===== config.mk =====
export PLATFORM = sky130hd
export DESIGN_NAME = tta_divider
export DESIGN_NICKNAME = d
export VERILOG_FILES = /design/src/rtl/tta_pkg.sv /design/src/rtl/tta_divider.sv
export SDC_FILE = /design/constraint.sdc
export NUM_CORES = 2
export LEC_CHECK = 0
export BUFFER_PORTS_ARGS = -buffer_cell sky130_fd_sc_hd__buf_4
export CAP_MARGIN = 10
export CORE_UTILIZATION = 25
export CTS_CLUSTER_SIZE = 28
export DETAILED_ROUTE_END_ITERATION = 12
export GPL_ROUTABILITY_DRIVEN = 0
export PLACE_DENSITY_LB_ADDON = 0.1
export REMOVE_ABC_BUFFERS = 1
export SLEW_MARGIN = 20
export SYNTH_ARGS = -nofsm -noshare
export SYNTH_HDL_FRONTEND = slang
export SYNTH_SLANG_ARGS = --single-unit

===== constraint.sdc =====
create_clock -name clk_i -period 7.5 [get_ports clk_i]
set_input_delay 1.5 -clock clk_i [delete_from_list [all_inputs] [get_ports clk_i]]
set_output_delay 1.5 -clock clk_i [all_outputs]
set_load 0.03 [all_outputs]

===== src/rtl/tta_pkg.sv =====
// Shared constants for the transpose address generator.
// No dependencies; imported by tta_divider and tensor_transpose_address_generator.
`timescale 1ns / 1ps
`default_nettype none

package tta_pkg;

  localparam int LANE_W         = 16;
  localparam int LANES          = 4;
  localparam int NUM_W          = 20;
  localparam int ELEM_W         = 13;
  localparam int ADDR_W         = 32;
  localparam int VOL_W          = 14;
  localparam int CNT_W          = 7;
  localparam int CFG_IDX_W      = 3;
  localparam int CFG_DATA_W     = 64;
  localparam int MAX_DIMS_DEF   = 4;
  localparam int TILE_DEPTH_DEF = 8192;

  localparam logic [CFG_DATA_W-1:0] SHAPES_RESET = 64'h0001_0001_0001_0001;

  typedef enum logic [CFG_IDX_W-1:0] {
    CFG_DIM_COUNTS   = 3'd0,
    CFG_TILE_VOLUME  = 3'd1,
    CFG_INNER_SHAPES = 3'd2,
    CFG_OUTER_SHAPES = 3'd3,
    CFG_LOCAL_STR    = 3'd4,
    CFG_GLOBAL_STR   = 3'd5,
    CFG_OUTER_STR    = 3'd6,
    CFG_UNUSED       = 3'd7
  } cfg_idx_e;

endpackage

`default_nettype wire


===== src/rtl/tta_divider.sv =====
// Pipelined restoring divider pair: two NUM_W-bit numerators by 16-bit divisors,
// one quotient bit per stage, with a side bundle carried along. Uses tta_pkg.
`timescale 1ns / 1ps
`default_nettype none

module tta_divider
  import tta_pkg::*;
#(
  parameter int PW = 1
) (
  input  wire logic              clk_i,
  input  wire logic              rst_ni,
  input  wire logic              en_i,
  input  wire logic              valid_i,
  input  wire logic [NUM_W-1:0]  num_a_i,
  input  wire logic [NUM_W-1:0]  num_b_i,
  input  wire logic [LANE_W-1:0] den_a_i,
  input  wire logic [LANE_W-1:0] den_b_i,
  input  wire logic [PW-1:0]     side_i,
  output logic                   valid_o,
  output logic [NUM_W-1:0]       quo_a_o,
  output logic [NUM_W-1:0]       quo_b_o,
  output logic [LANE_W-1:0]      rem_a_o,
  output logic [LANE_W-1:0]      rem_b_o,
  output logic [PW-1:0]          side_o
);

  logic              v_q  [NUM_W];
  logic [NUM_W-1:0]  xa_q [NUM_W];
  logic [NUM_W-1:0]  xb_q [NUM_W];
  logic [LANE_W-1:0] ra_q [NUM_W];
  logic [LANE_W-1:0] rb_q [NUM_W];
  logic [LANE_W-1:0] da_q [NUM_W];
  logic [LANE_W-1:0] db_q [NUM_W];
  logic [PW-1:0]     sd_q [NUM_W];

  logic [NUM_W-1:0]  xa_d [NUM_W];
  logic [NUM_W-1:0]  xb_d [NUM_W];
  logic [LANE_W-1:0] ra_d [NUM_W];
  logic [LANE_W-1:0] rb_d [NUM_W];

  function automatic logic [LANE_W:0] div_step(input logic [LANE_W-1:0] rem,
                                               input logic              nbit,
                                               input logic [LANE_W-1:0] den);
    logic [LANE_W:0] t;
    logic            ge;
    t  = {rem, nbit};
    ge = (t >= {1'b0, den});
    if (ge) begin
      t = t - {1'b0, den};
    end
    return {ge, t[LANE_W-1:0]};
  endfunction

  always_comb begin
    logic [LANE_W:0]   sa, sb;
    logic [NUM_W-1:0]  xa, xb;
    logic [LANE_W-1:0] ra, rb, da, db;
    for (int s = 0; s < NUM_W; s++) begin
      if (s == 0) begin
        xa = num_a_i; xb = num_b_i; ra = '0; rb = '0; da = den_a_i; db = den_b_i;
      end else begin
        xa = xa_q[s-1]; xb = xb_q[s-1]; ra = ra_q[s-1]; rb = rb_q[s-1];
        da = da_q[s-1]; db = db_q[s-1];
      end
      sa = div_step(ra, xa[NUM_W-1], da);
      sb = div_step(rb, xb[NUM_W-1], db);
      xa_d[s] = {xa[NUM_W-2:0], sa[LANE_W]};
      xb_d[s] = {xb[NUM_W-2:0], sb[LANE_W]};
      ra_d[s] = sa[LANE_W-1:0];
      rb_d[s] = sb[LANE_W-1:0];
    end
  end

  always_ff @(posedge clk_i or negedge rst_ni) begin
    if (!rst_ni) begin
      for (int s = 0; s < NUM_W; s++) begin
        v_q[s] <= 1'b0;
      end
    end else if (en_i) begin
      v_q[0] <= valid_i;
      for (int s = 1; s < NUM_W; s++) begin
        v_q[s] <= v_q[s-1];
      end
    end
  end

  always_ff @(posedge clk_i) begin
    if (en_i) begin
      for (int s = 0; s < NUM_W; s++) begin
        xa_q[s] <= xa_d[s];
        xb_q[s] <= xb_d[s];
        ra_q[s] <= ra_d[s];
        rb_q[s] <= rb_d[s];
      end
      da_q[0] <= den_a_i;
      db_q[0] <= den_b_i;
      sd_q[0] <= side_i;
      for (int s = 1; s < NUM_W; s++) begin
        da_q[s] <= da_q[s-1];
        db_q[s] <= db_q[s-1];
        sd_q[s] <= sd_q[s-1];
      end
    end
  end

  assign valid_o = v_q[NUM_W-1];
  assign quo_a_o = xa_q[NUM_W-1];
  assign quo_b_o = xb_q[NUM_W-1];
  assign rem_a_o = ra_q[NUM_W-1];
  assign rem_b_o = rb_q[NUM_W-1];
  assign side_o  = sd_q[NUM_W-1];

endmodule

`default_nettype wire


## Word-level counts from Yosys, hierarchy flattened

Memories as Yosys holds them, arrays and structs flattened.
Cells that the tools add are included.

| storage, ports and cells | value |
|---|---|
| flip-flop bits (word level) | 20 |
| bits in latches | 0 |
| RAM bits | 2100 |
| bits in read-only memories | 0 |
| input bits | 77 |
| output and inout bits | 74 |
| memories | 7 |

| cells by class | value |
|---|---|
| add/sub/neg operators | 40 |
| multiply operators | 0 |
| divide/modulo/power cells | 0 |
| order comparisons | 40 |
| equality and inequality tests | 0 |
| shift-type cells | 0 |
| muxes and demuxes | 42 |
| bitwise operators | 0 |
| reduce and logical (&&, ||, !) cells | 0 |

Memories:

| memory | words | width | rd ports | clocked after memory_dff | wr ports | RTL line | source |
|---|---|---|---|---|---|---|---|
| xa_q | 20 | 20 | 20 | 0 | 20 | tta_divider.sv:29 | `logic [NUM_W-1:0] xa_q [NUM_W];` |
| xb_q | 20 | 20 | 20 | 0 | 20 | tta_divider.sv:30 | `logic [NUM_W-1:0] xb_q [NUM_W];` |
| da_q | 20 | 16 | 19 | 0 | 20 | tta_divider.sv:33 | `logic [LANE_W-1:0] da_q [NUM_W];` |
| db_q | 20 | 16 | 19 | 0 | 20 | tta_divider.sv:34 | `logic [LANE_W-1:0] db_q [NUM_W];` |
| ra_q | 20 | 16 | 20 | 0 | 20 | tta_divider.sv:31 | `logic [LANE_W-1:0] ra_q [NUM_W];` |
| rb_q | 20 | 16 | 20 | 0 | 20 | tta_divider.sv:32 | `logic [LANE_W-1:0] rb_q [NUM_W];` |
| 1 more memories | n/a | n/a | n/a | n/a | n/a | n/a |  |

Operator list:

| cell | number |
|---|---|
| 17-bit by 16-bit >= comparator with 1-bit output | 38 |
| 16-bit two-way mux | 40 |
| 16-bit subtractor | 38 |
| 1-bit by 16-bit >= comparator with 1-bit output | 2 |
| 1-bit by 16-bit subtractor with 16-bit output | 2 |
| 1-bit two-way mux | 2 |

## Depth between registers and ports, before layout

| depth | value |
|---|---|
| word-level depth | 2 |
| mapped depth | 13 |
| depth with buffers taken out | 12 |

## Worst setup path before layout

OpenSTA, ideal clock, no wires.

| timing path | value |
|---|---|
| path kind | input to register |
| from | in num_a_i[19] |
| to | mem ra_q[0][0], data pin |
| library setup time | 267 ps |
| arrival | 3124 ps |
| data required time | 7233 ps |
| slack | 4109 ps |
| cell stages on the path | 9 |
| path through | inv_1 ha_1 clkbuf_1 inv_1 ha_1 a21oi_1 nor4_1 clkbuf_1 a21oi_1 |

RTL lines:

| what | RTL line | source |
|---|---|---|
| start: declaration | tta_divider.sv:15 | `input wire logic [NUM_W-1:0] num_a_i,` |
| end: declaration | tta_divider.sv:31 |  |

==> results.md <==
* Status: complete, no violations
* Mapped cell area at 0.0995 mm2
* Critical Path AT at 4510 ps
* CTS root buf: clkbuf_16
* Power Dens Cells at 408 mW/mm2
* Worst skew pair latency at 890 ps
* Antenna violations before repair at 3
* First-pass DRT Iterations at 5
* DP HPWL at 149 mm
* Routed via count at 56,000
* CTS tree: built
* Final setup vio count at 0
* Asr flop ratio synth at 0.958%
* Sw Share at 32.8%
* DR iter-0 viols at 2,513
* Endpoint class of the critical path: register
* Buf/Inv on CP at 1
* Worst hold slack at 380 ps
* Final slew viol count at 0
* Worst Tran Pin Value at 1040 ps
* Pint at 0.0315 W
* Area of the multi-input gates at 0.0331 mm2
* Final hold vios at 0
* Die Y-Extent at 633 um
* Crit path kind: reg -> reg
* Netlist cell types at 92
* Avg Cell Area, Syn at 13.6 um2
* Unrepaired setup endpoints after global routing: no
* Fmax at 257 MHz
* Startpoint Class: register
* Post-CTS setup buffer count at 0
* IO Count at 151
* Min-delay worst type: reg -> reg
* First-pass GRT wire length at 325 mm
* FF+latch count, synth at 2,088
* Slowest cell on the critical path: o41ai_1
* Sequential fraction of the synthesis area at 62.9%
* Max FO, Critical Path at 29
* Clock Skew at 47.4 ps
* Critical Path RT at 8110 ps
* Port bufs at 150
* Crit-path cells: inv_1 -> ha_1 -> nor2b_1 -> o21ai_0 -> a21oi_1 -> o41ai_1 -> o211ai_1 -> o2111ai_1 -> nand2_1 -> mux2_2
* Area grow syn2layout at 15.9%
* Switching power at 0.0154 W
* Synth warnings at 0
* Combinational power share at 35.4%
* Post-synthesis cell count at 7,338
* Total track usage at 10.2%
* Total core area at 0.396 mm2
* Inserted Clock Buffers at 272
* Post-DRT Antenna Nets at 0
* Maximum VDD drop at 0.212 mV
* CTS H-tree depth at 5
* Vias per cell at 4.28
* Overflow after GRT at 0
* Remaining DRCs at 0
* Register area at 0.0626 mm2
* Primary FF master, synth: edfxtp_1
* Share of cells above drive strength 1 at 12.7%
* TNS Setup at 0 ps
* Clock Power Share at 26.9%
* Vias in the first global route at 58,700
* Max_slew headroom at 30.5%
* Post-synth EDFFs at 2,068
* Clock-pin slew on the worst setup and hold paths at 60 ps
* Hold-fix buffers, CTS at 0
* Clock buffer depth at 4
* Pin count of the biggest net entering global routing at 156
* Tcrit/Tclk final at 52.0%
* Max_cap viols at 0
* Placement Cell Area at 0.107 mm2
* Routed wire per std cell at 16.0 um
* CP delay by family, top: compound AO/OA/AOI/OAI gates
* Crit path largest cell delay at 660 ps
* Initial Util at 25.1%
* Drt total wl at 210 mm
* R2R Setup Slk at 3600 ps
* Final instance area at 0.115 mm2
* Post-CTS Resized at 0
* Nets at 8,368
* Seq pwr share at 37.8%
* Die X at 633 um
* FP Rows at 231
* Fill cell count at 39,800
* CTS Sinks at 2,088
* P_leak at 44.0 nW
* Die ar. at 0.400 mm2
* Clock period minus worst slack at 3900 ps
==> final cells by class <==
type | instances | share of cell area [%]
antenna | 1 | 0.00217
clock buffer | 336 | 6.22
clock inverter | 143 | 1.18
inverter | 762 | 2.48
multi-input combinational | 4325 | 28.7
sequential | 2088 | 54.3
tap | 5242 | 5.69
timing repair buffer | 192 | 1.38
==> synth_stat cells, types with 47 or more instances <==
library cell,count,area (um2)
inv_1,760,2850
o21ai_0,265,1330
xnor2_1,284,2490
nor2b_1,105,657
ha_1,612,7660
edfxtp_1,2068,62100
buf_4,79,593
nand2_1,258,968
a21oi_1,471,2360
nand4_1,80,500
o21a_1,104,781
a211oi_1,47,353
mux2_2,340,3830
nand2b_1,77,482
nor3_1,111,556
a21o_1,172,1290
o31a_1,48,420
nor2_1,461,1730
nand3_1,90,450
xor2_1,165,1450
==> registers in the layout, summed over array words and instances (netlist names) <==
register,count
sd_q,20
xa_q,400
da_q,304
ra_q,320
db_q,304
v_q,19
rb_q,320
valid_o,1
xb_q,400
==> layout by cell type, fill, tap and decap left out, drive strengths merged, types with 48 or more instances in the layout <==
| cell type | synthesis | routed |
|---|---|---|
| buf | 121 | 192 |
| o31a | 48 | 48 |
| o21a | 104 | 104 |
| o21ai | 285 | 285 |
| mux2 | 373 | 373 |
| nor2 | 461 | 461 |
| nand2 | 260 | 260 |
| a31oi | 48 | 48 |
| a211oi | 48 | 48 |
| xnor2 | 284 | 284 |
| inv | 760 | 774 |
| ha | 612 | 612 |
| clkbuf | 42 | 336 |
| edfxtp | 2068 | 2068 |
| a21boi | 48 | 48 |
| nand2b | 77 | 77 |
| clkinv | 2 | 108 |
| nor3 | 111 | 111 |
| xor2 | 165 | 165 |
| a21o | 173 | 173 |
| nand3 | 90 | 90 |
| a21oi | 475 | 475 |
| nor2b | 105 | 105 |
| nand4 | 80 | 80 |
==> worst paths after layout <==
path                               end  depth (start not counted)        start
hold / removal             xa_q[3][36]                          0  xa_q[3][15]
setup reg to reg           rb_q[0][58]                         10   db_q[2][1]
min in group asynchronous      v_q[19]                          1       rst_ni
max in group asynchronous       v_q[3]                          1       rst_ni
setup / recovery           rb_q[0][58]                         10   db_q[2][1]
hold reg to reg            xa_q[3][36]                          0  xa_q[3][15]
==> through the flow <==
| step | setup slack [ps] | power (W) | cells | util [%] |
|---|---|---|---|---|
| 6_report | 3600 | 0.0470 | 13100 | 29.1 |
| 5_1_grt | 3220 | 0.0501 | 13100 | 29.1 |
| 4_1_cts | 3530 | 0.0479 | 13100 | 29.1 |
| 3_5_place_dp | 3600 | 0.0347 | 12600 | 26.9 |
| 3_3_place_gp | 3340 | 0.0346 | 12600 | 26.9 |
| 2_1_floorplan | 3690 | 0.0302 | 7175 | - |
==> worst register-to-register path, delay by kind of cell, from the launching register on <==
kind	cells	cell delay [ps]
flops	1	440
simple gates	2	710
fa+ha+maj	1	230
compound gates	5	1660
buf+inv	1	90
mux	1	520
==> logic make-up after synthesis <==
logic type	share of synthesized area (%)
adder cells (fa/ha/maj)	8.46
multiplexers	4.75
XOR/XNOR	3.95
AO/OA/AOI/OAI	9.45
flip-flops	62.9
AND/OR/NAND/NOR	6.56
buffers and inverters	3.89
==> routing by layer <==
layer  share of wire (%)  GRT usage (%)  vias to the layer above
li1                    -              -                    27800
met4                 4.8           4.85                        0
met2                  51           18.9                      773
met1                  41           11.2                    27000
met3                 3.1           1.58                      445
met5                   0              0                        -
==> power groups by stage <==
stage | Clock (W) | Combinational (W) | Sequential (W)
finish | 0.0126 | 0.0166 | 0.0177
global placement | 0 | 0.0165 | 0.0181
floorplan | 0 | 0.0127 | 0.0175
CTS | 0.0132 | 0.0168 | 0.0178
detailed placement | 0 | 0.0166 | 0.0181
global route | 0.0136 | 0.0185 | 0.0180
Power figures use the tool's default switching activity.
